[src/tmae_pkg.sv]
`timescale 1ns / 1ps
// ----------------------------------------------------------------------------
// Text-mode to ANSI encoder package
// Shared item types, the command word passed from front end to back end,
// byte constants and the color code tables.
// ----------------------------------------------------------------------------
package tmae_pkg;

  // Input item: one text-mode cell.
  typedef struct packed {
    logic [7:0] char_code;
    logic [7:0] attribute;
    logic       start_of_screen;
  } in_item_t;

  // Output item: one byte of the ANSI stream.
  typedef struct packed {
    logic [7:0] out_byte;
    logic       last_of_cell;
  } out_item_t;

  // Classified cell, as the back end needs it to emit bytes.
  typedef struct packed {
    logic       fg_en;
    logic [3:0] fg_tens;
    logic [3:0] fg_ones;
    logic       bg_en;
    logic [3:0] bg_ones;
    logic [7:0] ch;
    logic       line_end;
  } cmd_t;

  // Depth of the command queue between front end and back end.
  localparam int QUEUE_DEPTH = 2;

  localparam logic [7:0] LINE_WIDTH_RESET = 8'd80;

  // Stream bytes.
  localparam logic [7:0] ESC_BYTE  = 8'h1B;
  localparam logic [7:0] LB_BYTE   = 8'h5B;  // '['
  localparam logic [7:0] M_BYTE    = 8'h6D;  // 'm'
  localparam logic [7:0] ZERO_BYTE = 8'h30;  // '0'
  localparam logic [7:0] NL_BYTE   = 8'h0A;

  // ASCII digits are 0x30 plus the digit value.
  localparam logic [3:0] DIGIT_HI = 4'h3;

  // Tens digits of the SGR codes.
  localparam logic [3:0] FG_TENS_NORMAL = 4'd3;
  localparam logic [3:0] FG_TENS_BRIGHT = 4'd9;
  localparam logic [3:0] BG_TENS        = 4'd4;

  // Ones digit of the SGR code for the low three bits of a color index.
  localparam logic [3:0] COLOR_ONES [0:7] = '{
    4'd0, 4'd4, 4'd2, 4'd6, 4'd1, 4'd5, 4'd3, 4'd7
  };

endpackage

[src/tmae_front.sv]
`timescale 1ns / 1ps
// ----------------------------------------------------------------------------
// Text-mode to ANSI encoder front end
// Accepts cells, tracks column and remembered colors, and pushes one
// classified command per cell into the queue.
// ----------------------------------------------------------------------------
module tmae_front
  import tmae_pkg::*;
(
  input  logic     clk,
  input  logic     rst,
  input  logic     cfg_write,
  input  logic [7:0] cfg_data,
  input  logic     in_valid,
  input  in_item_t in_item,
  input  logic     q_full,
  output logic     q_push,
  output cmd_t     q_cmd
);

  logic [7:0] line_width;
  logic       fg_known;
  logic [3:0] last_fg;
  logic       bg_known;
  logic [2:0] last_bg;
  logic [7:0] column;

  logic [3:0] fg;
  logic [2:0] bg;
  logic [7:0] col_eff;
  logic [7:0] next_col;
  logic       line_end;

  // Decode the cell against the tracked state.
  always_comb begin
    fg       = in_item.attribute[3:0];
    bg       = in_item.attribute[6:4];
    col_eff  = in_item.start_of_screen ? 8'd0 : column;
    next_col = col_eff + 8'd1;
    line_end = (next_col == line_width);

    q_cmd.fg_en    = in_item.start_of_screen || !fg_known || (fg != last_fg);
    q_cmd.fg_tens  = fg[3] ? FG_TENS_BRIGHT : FG_TENS_NORMAL;
    q_cmd.fg_ones  = COLOR_ONES[fg[2:0]];
    q_cmd.bg_en    = in_item.start_of_screen || !bg_known || (bg != last_bg);
    q_cmd.bg_ones  = COLOR_ONES[bg];
    q_cmd.ch       = in_item.char_code;
    q_cmd.line_end = line_end;
  end

  assign q_push = in_valid && !q_full;

  // Tracking state and the line width register.
  always_ff @(posedge clk) begin
    if (rst) begin
      line_width <= LINE_WIDTH_RESET;
      fg_known   <= 1'b0;
      last_fg    <= 4'd0;
      bg_known   <= 1'b0;
      last_bg    <= 3'd0;
      column     <= 8'd0;
    end else begin
      if (cfg_write) begin
        line_width <= cfg_data;
      end
      if (q_push) begin
        last_fg  <= fg;
        last_bg  <= bg;
        fg_known <= !line_end;
        bg_known <= !line_end;
        column   <= line_end ? 8'd0 : next_col;
      end
    end
  end

`ifndef SYNTHESIS
  // A cell that ends a line leaves the column at zero and no color known.
  assert property (@(posedge clk) disable iff (rst)
    q_push && q_cmd.line_end |=> column == 8'd0 && !fg_known && !bg_known)
    else $error("line end did not clear column and colors");
`endif

endmodule

[src/tmae_queue.sv]
`timescale 1ns / 1ps
// ----------------------------------------------------------------------------
// Text-mode to ANSI encoder command queue
// Short register queue of classified cells between front end and back end.
// ----------------------------------------------------------------------------
module tmae_queue
  import tmae_pkg::*;
(
  input  logic clk,
  input  logic rst,
  input  logic push,
  input  cmd_t push_cmd,
  input  logic pop,
  output logic full,
  output logic nonempty,
  output cmd_t head
);

  localparam int PTR_W = (QUEUE_DEPTH > 1) ? $clog2(QUEUE_DEPTH) : 1;
  localparam int CNT_W = $clog2(QUEUE_DEPTH + 1);
  localparam logic [PTR_W-1:0] PTR_LAST = PTR_W'(QUEUE_DEPTH - 1);
  localparam logic [CNT_W-1:0] CNT_FULL = CNT_W'(QUEUE_DEPTH);

  cmd_t             slots [QUEUE_DEPTH];
  logic [PTR_W-1:0] wr_ptr;
  logic [PTR_W-1:0] rd_ptr;
  logic [CNT_W-1:0] count;

  assign full     = (count == CNT_FULL);
  assign nonempty = (count != '0);
  assign head     = slots[rd_ptr];

  // Storage.
  always_ff @(posedge clk) begin
    if (push) begin
      slots[wr_ptr] <= push_cmd;
    end
  end

  // Pointers and fill count.
  always_ff @(posedge clk) begin
    if (rst) begin
      wr_ptr <= '0;
      rd_ptr <= '0;
      count  <= '0;
    end else begin
      if (push) begin
        wr_ptr <= (wr_ptr == PTR_LAST) ? '0 : wr_ptr + PTR_W'(1);
      end
      if (pop) begin
        rd_ptr <= (rd_ptr == PTR_LAST) ? '0 : rd_ptr + PTR_W'(1);
      end
      if (push && !pop) begin
        count <= count + CNT_W'(1);
      end else if (pop && !push) begin
        count <= count - CNT_W'(1);
      end
    end
  end

`ifndef SYNTHESIS
  // Neither side may overrun or underrun the queue.
  assert property (@(posedge clk) disable iff (rst)
    !(push && full) && !(pop && !nonempty))
    else $error("queue overrun or underrun");
`endif

endmodule

[src/tmae_back.sv]
`timescale 1ns / 1ps
// ----------------------------------------------------------------------------
// Text-mode to ANSI encoder back end
// Steps through a command's bytes into an output register, one byte per cycle
// while not stalled, and loads the next command as the last byte goes out.
// ----------------------------------------------------------------------------
module tmae_back
  import tmae_pkg::*;
(
  input  logic      clk,
  input  logic      rst,
  input  logic      q_nonempty,
  input  cmd_t      q_head,
  output logic      q_pop,
  output logic      out_valid,
  input  logic      out_stall,
  output out_item_t out_item
);

  // Byte positions within one cell's output.
  typedef enum logic [3:0] {
    S_FG_ESC, S_FG_LB, S_FG_TENS, S_FG_ONES, S_FG_M,
    S_BG_ESC, S_BG_LB, S_BG_TENS, S_BG_ONES, S_BG_M,
    S_CHAR,
    S_RS_ESC, S_RS_LB, S_RS_ZERO, S_RS_M, S_RS_NL
  } step_t;

  logic  busy;
  step_t step;
  cmd_t  cmd;

  logic [7:0] cur_byte;
  logic       is_last;
  step_t      step_after;
  step_t      first_step;
  logic       out_free;
  logic       emit;
  logic       need_cmd;

  // Byte for the current position.
  always_comb begin
    case (step)
      S_FG_ESC, S_BG_ESC, S_RS_ESC: cur_byte = ESC_BYTE;
      S_FG_LB, S_BG_LB, S_RS_LB:    cur_byte = LB_BYTE;
      S_FG_M, S_BG_M, S_RS_M:       cur_byte = M_BYTE;
      S_FG_TENS:                    cur_byte = {DIGIT_HI, cmd.fg_tens};
      S_FG_ONES:                    cur_byte = {DIGIT_HI, cmd.fg_ones};
      S_BG_TENS:                    cur_byte = {DIGIT_HI, BG_TENS};
      S_BG_ONES:                    cur_byte = {DIGIT_HI, cmd.bg_ones};
      S_CHAR:                       cur_byte = cmd.ch;
      S_RS_ZERO:                    cur_byte = ZERO_BYTE;
      S_RS_NL:                      cur_byte = NL_BYTE;
      default:                      cur_byte = cmd.ch;
    endcase
  end

  // Sequencing: skip each color escape whose color is unchanged, stop after the
  // character unless the line ends.
  always_comb begin
    is_last = ((step == S_CHAR) && !cmd.line_end) || (step == S_RS_NL);
    if (step == S_FG_M) begin
      step_after = cmd.bg_en ? S_BG_ESC : S_CHAR;
    end else begin
      step_after = step_t'(4'(step + 4'd1));
    end
    if (q_head.fg_en) begin
      first_step = S_FG_ESC;
    end else if (q_head.bg_en) begin
      first_step = S_BG_ESC;
    end else begin
      first_step = S_CHAR;
    end
  end

  assign out_free = !out_valid || !out_stall;
  assign emit     = busy && out_free;
  assign need_cmd = !busy || (emit && is_last);
  assign q_pop    = need_cmd && q_nonempty;

  // Sequencer state and output register.
  always_ff @(posedge clk) begin
    if (rst) begin
      busy      <= 1'b0;
      step      <= S_CHAR;
      out_valid <= 1'b0;
    end else begin
      if (out_free) begin
        out_valid <= emit;
      end
      if (emit) begin
        out_item.out_byte     <= cur_byte;
        out_item.last_of_cell <= is_last;
      end
      if (q_pop) begin
        cmd  <= q_head;
        step <= first_step;
        busy <= 1'b1;
      end else if (emit) begin
        if (is_last) begin
          busy <= 1'b0;
        end else begin
          step <= step_after;
        end
      end
    end
  end

`ifndef SYNTHESIS
  // A background escape is only ever sent for a command that asked for it.
  assert property (@(posedge clk) disable iff (rst)
    busy && (step == S_BG_ESC) |-> cmd.bg_en)
    else $error("background escape without a color change");

  // The reset sequence is only sent for a cell that ends a line.
  assert property (@(posedge clk) disable iff (rst)
    busy && (step == S_RS_ESC) |-> cmd.line_end)
    else $error("reset sequence without a line end");

  // A byte leaves the sequencer only while a command is loaded.
  assert property (@(posedge clk) disable iff (rst)
    !busy && !$past(busy) |-> !$rose(out_valid))
    else $error("output byte without a command");
`endif

endmodule

[src/text_mode_to_ansi_encoder_unit.sv]
`timescale 1ns / 1ps
// ----------------------------------------------------------------------------
// Text-mode to ANSI encoder
// Turns text-mode cells into an ANSI text stream with SGR color escapes.
// ----------------------------------------------------------------------------
// The block takes one cell per item and produces one output byte per cycle
// while not stalled. A cell whose colors match the previous cell's on its line
// gives one byte (just the character); each changed color adds five bytes, and
// a line end adds five more, so one cell is 1 to 16 bytes of the back end's
// byte sequencer, which sets the throughput. The front end accepts a cell in
// every cycle while the two-entry queue has room, so cells keep arriving while
// earlier ones are still being written out. line_width may be written only
// while the block is idle; a value of zero makes a line 256 cells long.
module text_mode_to_ansi_encoder_unit
  import tmae_pkg::*;
(
  input  logic       clk,
  input  logic       rst,
  input  logic       cfg_write,
  input  logic [7:0] cfg_data,
  input  logic       in_valid,
  output logic       in_stall,
  input  in_item_t   in_item,
  output logic       out_valid,
  input  logic       out_stall,
  output out_item_t  out_item
);

  logic q_push;
  logic q_pop;
  logic q_full;
  logic q_nonempty;
  cmd_t push_cmd;
  cmd_t head_cmd;

  assign in_stall = q_full;

  // Front end: classify cells.
  tmae_front u_front (
    .clk       (clk),
    .rst       (rst),
    .cfg_write (cfg_write),
    .cfg_data  (cfg_data),
    .in_valid  (in_valid),
    .in_item   (in_item),
    .q_full    (q_full),
    .q_push    (q_push),
    .q_cmd     (push_cmd)
  );

  // Command queue.
  tmae_queue u_queue (
    .clk      (clk),
    .rst      (rst),
    .push     (q_push),
    .push_cmd (push_cmd),
    .pop      (q_pop),
    .full     (q_full),
    .nonempty (q_nonempty),
    .head     (head_cmd)
  );

  // Back end: emit bytes.
  tmae_back u_back (
    .clk        (clk),
    .rst        (rst),
    .q_nonempty (q_nonempty),
    .q_head     (head_cmd),
    .q_pop      (q_pop),
    .out_valid  (out_valid),
    .out_stall  (out_stall),
    .out_item   (out_item)
  );

endmodule
[config.mk]
export PLATFORM = sky130hd
export DESIGN_NAME = text_mode_to_ansi_encoder_unit
export DESIGN_NICKNAME = d
export VERILOG_FILES = /design/src/tmae_pkg.sv /design/src/tmae_front.sv /design/src/tmae_queue.sv /design/src/tmae_back.sv /design/src/text_mode_to_ansi_encoder_unit.sv
export SDC_FILE = /design/constraint.sdc
export NUM_CORES = 1
export LEC_CHECK = 0
export ABC_AREA = 1
export BUFFER_PORTS_ARGS = -buffer_cell sky130_fd_sc_hd__buf_4
export CAP_MARGIN = 20
export CORE_MARGIN = 10
export CORE_UTILIZATION = 62
export CTS_BUF_LIST = sky130_fd_sc_hd__clkbuf_4 sky130_fd_sc_hd__clkbuf_8
export DETAILED_ROUTE_END_ITERATION = 10
export GPL_TIMING_DRIVEN = 0
export PLACE_DENSITY = 0.88
export SYNTH_ARGS = -nofsm -noshare
export SYNTH_HDL_FRONTEND = slang
export SYNTH_HIERARCHICAL = 1
export SYNTH_SLANG_ARGS = --single-unit
[constraint.sdc]
create_clock -name clk -period 3.4 [get_ports clk]
set_input_delay 0.51 -clock clk [delete_from_list [all_inputs] [get_ports clk]]
set_output_delay 0.51 -clock clk [all_outputs]
set_load 0.005 [all_outputs]
==> results.yml, run 1 <==
run_status:
  status: "complete, no violations"
synthesis:
  synthSimpleGateAreaFrac_pct: 19.5
  synth.area.mux_share_pct: 4.99
  synth_cells: 502
  synth.avg_cell_area_um2: 10.3
  ys_types: 36
  ys_top_cells_by_area: "edfxtp_1 45%, dfxtp_1 14%, nand2_1 6.9%"
  ys_seq_area_share_pct: 58.1
  synth_top_family_by_area: "simple AND/OR/NAND/NOR gates"
  synth-compound-area-share_pct: 5.40
  synth_top_area_cell: "edfxtp_1"
  synthXorXnorAreaFrac_pct: 1.69
  yosys.area_share.adder_pct: 1.69
  ys_ff_latch: 112
  yosysTopAreaCellShare_pct: 44.6
  yosys_warnings: 6
  netlist_area_um2: 5190
floorplan:
  dieArea_um2: 12400
  die_x_um: 111
  core_um2: 8180
  fp-row-count: 33
  die_h_um: 111
  start_util_pct: 63.4
  io_pins: 41
sta:
  tightest_slew_ns: 0.926
  slew_violations: 0
  post-route-min-period_ns: 2.46
  tns_ns: 0
  slew_headroom_pct: 38.2
  rsz0062_at_grt: "no"
  setup_viol: 0
  fin_skew_ns: 0.0182
  timing.final.hold_violations: 0
  max_freq_mhz: 407
  period_share_pct: 72.2
run:
  cap_violations: 0
finish:
  fillers: 554
  antenna_cells: 0
  fin_nets: 585
  drive_gt1_share_pct: 25.0
  final_cell_mix: "95 x nand2_1, 77 x edfxtp_1, 52 x buf_4, 52 x inv_1, 36 x nand3_1"
  area_growth_pct: 11.4
  register_area_um2: 3010
  mostFrequentLayoutCell: "nand2_1"
  multi_input_area_um2: 1750
grt:
  grt_pass1_vias: 3539
  use_met1_pct: 18.2
  grt_util_met3_pct: 4.13
  overflow: 0
  grtUsageTotal_pct: 15.7
  grt_max_degree: 25
  gr-usage-met2_pct: 28.1
  antenna_found_initial: 0
  grt_busiest_layer: "met2"
  grt_pass1_wl_um: 16400
critical_path:
  path_cells: "inv_1 > nor2_1 > nor2_2 > buf_2 > inv_1 > nor2_2 > buf_6"
  setup.worst_path.class: "reg -> reg"
  cpMaxStageDelayCell: "nor2_2"
  cp_slowest_stage_delay_ns: 0.56
  endpoint_kind: "register"
  crit_fanout: 13
  crit_arrival_ns: 2.53
  startpoint_type: "register"
  cp.required_ns: 3.48
  cp_top_family: "simple AND/OR/NAND/NOR gates"
  path_buf_inv: 4
clock_network:
  cts.reportedPaths.clkPinSlew_ns: 0.12
  cts_buffers: 9
  clockBufferDepth: 2
  htreeDepth: 3
  cts_root_buffer: "clkbuf_8"
  cts_num_sinks: 112
  cts_resized: 0
  cts_tree: "done"
  clk_latency_ns: 0.37
  cts_hold_buf: 0
  postCtsSetupRepairBufs: 0
detailed_routing:
  ant_nets: 0
  wirelength_um: 9830
  drc: 0
  viasPerCell: 5.44
  vias: 3579
  drt_first_pass_iters: 5
  drtIter0Drc: 240
  wl_per_cell_um: 14.9
pwr:
  ir_drop_v: 0.000322
  report.power.total_mw: 4.00
  total_leakage_power_nw: 2.45
  cellPowerDensity_nw_per_um2: 692
hold_path:
  hold_path.class: "in -> reg"
place:
  routabilityCongestion: 0.870
  portBuffers: 31
  dpl.hpwl_um: 7050
## cell type report
| class | instances | share of cell area (%) |
|---|---|---|
| sequential | 112 | 52.1 |
| clock buffer | 10 | 2.27 |
| buffer | 30 | 3.75 |
| timing repair buffer | 33 | 4.48 |
| inverter | 58 | 3.83 |
| tap | 105 | 2.27 |
| multi-input combinational | 304 | 30.3 |
| clock inverter | 6 | 0.996 |
## cell families after synthesis
family / after synthesis
DFF: 112
adders and majority gates: 7
buffers and inverters: 88
AOI/OAI and AO/OA: 51
muxes: 23
and+or+nand+nor: 209
xor gates and xnor gates: 10
other: 2
## cell usage after synthesis (all sizes together)
cell    instances
a211oi          1
a21oi          27
a31oi           1
buf            26
clkbuf          4
clkinv          1
conb            2
dfxtp          35
edfxtp         77
ha              7
inv            57
mux2           23
nand2         103
nand3          46
nand3b          2
nand4           8
nor2           49
nor3            1
o2111a          1
o211ai          1
o21ai          18
o21bai          1
o22ai           1
xnor2           6
xor2            4
## worst paths after layout
path,from,to,slack [ns],cells past startpoint
hold / removal,in_item[12],u_queue/slots[1][4],0.31,1
hold reg to reg,u_front/line_width[2],u_front/line_width[2],0.48,2
setup reg to reg,u_queue/count[1],u_queue/slots[0][8],0.94,7
setup / recovery,u_queue/count[1],u_queue/slots[0][8],0.94,7
## worst register-to-register path, stage by stage (launching register included)
cell and delay, ns:
dfxtp_1 0.33, inv_1 0.10, nor2_1 0.07, nor2_2 0.41, buf_2 0.35, inv_1 0.09
nor2_2 0.56, buf_6 0.26
## routing by layer
metal,routed length (um),part of all wire [%]
met4,132,1.3
met1,3990,41
met2,5120,52
met5,0,0
met3,593,6.0
## where the power goes
group / switching (mW) / internal (mW)
clock network: 0.466 / 0.295
registers: 0.123 / 1.80
logic: 0.785 / 0.533
total: 1.37 / 2.62
## flip-flops by register name (all words and copies together), names as in the netlist, 2 cells and up, named ones only
| name | cells |
|---|---|
| u_front/line_width | 8 |
| u_front/last_fg | 4 |
| u_queue/count | 2 |
| u_back/out_item | 9 |
| u_front/column | 8 |
| u_back/step | 4 |
| u_queue/slots | 46 |
| u_front/last_bg | 3 |
| u_back/cmd | 22 |
## metrics by stage
stage	instance area (um^2)	hold WS [ns]	setup WS, ns	utilization (%)	std cells
floorplan	5190	0.442	0.877	-	504
global placement	5560	0.456	0.194	68.0	640
detailed placement	5590	0.462	0.846	68.4	642
CTS	5780	0.297	0.930	70.7	658
global route	5780	0.284	0.786	70.7	658
finish	5780	0.312	0.944	70.7	658
(Power assumes the default switching activity.)
==> run 2, diff against run 1 <==
==> constraint.sdc (replaced) <==
create_clock -name clk -period 2.4 [get_ports clk]
set_input_delay 0.36 -clock clk [delete_from_list [all_inputs] [get_ports clk]]
set_output_delay 0.36 -clock clk [all_outputs]
set_load 0.005 [all_outputs]
==> run 2 against run 1 <==
Against the previous run: worst hold slack worse by 0.14 ns; clock power up 40%; routed wire length down 1.7%; global-route usage up 0.17 points; power up 42%; clock-buffer cell count unchanged; fmax up 10%; combinational power up 42%; critical path type unchanged; critical endpoint is now u_back/cmd[7]; largest power group unchanged.
==> results.yml, run 2 (synthesis results as in run 1) <==
detailed_routing:
  wl_per_cell_um: 14.7
  vias: 3511
  viasPerCell: 5.34
  drtIter0Drc: 189
  ant_nets: 0
  drt_first_pass_iters: 4
  wirelength_um: 9660
  drc: 0
pwr:
  power_switching_mw: 1.97
  seqPwrFrac_pct: 48.1
  ir_drop_v: 0.000511
  cellPowerDensity_nw_per_um2: 982
  p_int_mw: 3.71
  switching_share_pct: 34.7
  pwr-share-clk_pct: 18.9
  report.power.total_mw: 5.68
  combPwrFrac_pct: 33.0
  total_leakage_power_nw: 2.43
grt:
  grtUsageTotal_pct: 15.8
  antenna_found_initial: 0
  grt_max_degree: 25
  grt_pass1_wl_um: 16600
  overflow: 0
  grt_pass1_vias: 3648
sta:
  slew_violations: 0
  tns_ns: 0
  rsz0062_at_grt: "no"
  max_freq_mhz: 450
  fin_skew_ns: 0.00856
  setup_viol: 0
  tightest_slew_ns: 0.681
  slew_headroom_pct: 54.4
  fin_ws_ns: 0.176
  post-route-min-period_ns: 2.22
  timing.final.hold_violations: 0
  period_share_pct: 92.7
critical_path:
  endpoint_kind: "register"
  setup.worst_path.class: "reg -> reg"
  cp.required_ns: 2.41
  path_cells: "ha_1 > buf_2 > nand3_4 > nand2_1 > nand3_2 > nand2_4 > nand2_2 > nor2_4"
  cpMaxStageDelayCell: "nor2_4"
  startpoint_type: "register"
  crit_fanout: 22
  crit_arrival_ns: 2.24
  cp_slowest_stage_delay_ns: 0.51
place:
  routabilityCongestion: 0.890
  dpl.hpwl_um: 7170
  place_ws_ns: -0.180
  place_inst: 641
  portBuffers: 31
floorplan:
  die_h_um: 111
  fp-row-count: 33
  io_pins: 41
  die_x_um: 111
  dieArea_um2: 12400
  core_um2: 8180
  start_util_pct: 63.4
clock_network:
  clockBufferDepth: 2
  clk_latency_ns: 0.37
  cts_root_buffer: "clkbuf_8"
  cts_buffers: 9
  cts_tree: "done"
  postCtsSetupRepairBufs: 0
  htreeDepth: 3
  cts.reportedPaths.clkPinSlew_ns: 0.10
  cts_num_sinks: 112
finish:
  mostFrequentLayoutCell: "nand2_1"
  layout_top_registers: "u_queue/slots: 46 flops, u_back/cmd: 22 flops, u_back/out_item: 9 flops"
  utilization_pct: 70.7
  antenna_cells: 0
  fin_nets: 584
  area_growth_pct: 11.5
  stdcell_count: 657
  largest_reg_flops: 46
  drive_gt1_share_pct: 25.2
  top_register: "u_queue/slots"
  final_cell_mix: "95 x nand2_1, 77 x edfxtp_1, 52 x buf_4"
hold_path:
  hold_path.class: "in -> reg"
run_status:
  status: "complete, no violations"
run:
  cap_violations: 0
-- run 2: changes by cell type in the layout (fill, tap and decap cells not counted), sizes merged --
cell / delta
buf: -1
clkinvlp: +2
inv: -2
-- run 2: timing repair --
action / 4_1_cts / 5_1_grt
hold buffers: 0 / 0
resized for setup: 1 / 2
pin swaps: 0 / 0
endpoints found under the setup margin: 22 / 47
-- run 2: final timing paths --
| path | start | cells after the start | slack, ns | endpoint |
|---|---|---|---|---|
| max reg2reg | u_back/step[0] | 8 | 0.18 | u_back/cmd[7] |
| max | u_back/step[0] | 8 | 0.18 | u_back/cmd[7] |
| min | in_item[9] | 1 | 0.17 | u_queue/slots[0][1] |
| min reg2reg | u_front/line_width[2] | 2 | 0.48 | u_front/line_width[2] |
-- run 2: cell type report --
| cell class | instances | area (um^2) |
|---|---|---|
| Buffer | 30 | 216 |
| Clock buffer | 10 | 131 |
| Clock inverter | 6 | 61.3 |
| Fill cell | 573 | 2390 |
| Inverter | 58 | 225 |
| Multi-Input combinational cell | 304 | 1750 |
| Sequential cell | 112 | 3010 |
| Tap cell | 105 | 131 |
| Timing Repair Buffer | 32 | 248 |
-- run 2: power by group through the flow --
stage                     sequential [mW]  clock [mW]  combinational (mW)
after floorplan                      2.72           0                1.37
after global placement               2.76           0                1.74
after detailed placement             2.78           0                1.84
after CTS                            2.73        1.10                1.87
after global routing                 2.76        1.16                2.10
final                                2.73        1.07                1.87
-- run 2: routing by layer --
layer | global-route usage [%] | wire [um] | vias to the layer above
li1 | - | - | 1741
met1 | 18.0 | 4000 | 1641
met2 | 27.8 | 4840 | 106
met3 | 2.95 | 548 | 23
met4 | 8.14 | 275 | 0
met5 | 0 | 0 | -
-- run 2: through the flow --
stage | hold slack (ns) | cell area, um^2
global route | 0.153 | 5780
CTS | 0.158 | 5780
detailed placement | 0.461 | 5580
global placement | 0.455 | 5560
floorplan | 0.429 | 5200
finish | 0.171 | 5780
-- run 2: worst max-delay path: cells and delay by family, from the launching register on --
family / cells / cell delay, ns
simple gates: 6 / 1.05
fa+ha+maj: 1 / 0.18
buf+inv: 1 / 0.20
flops: 1 / 0.44
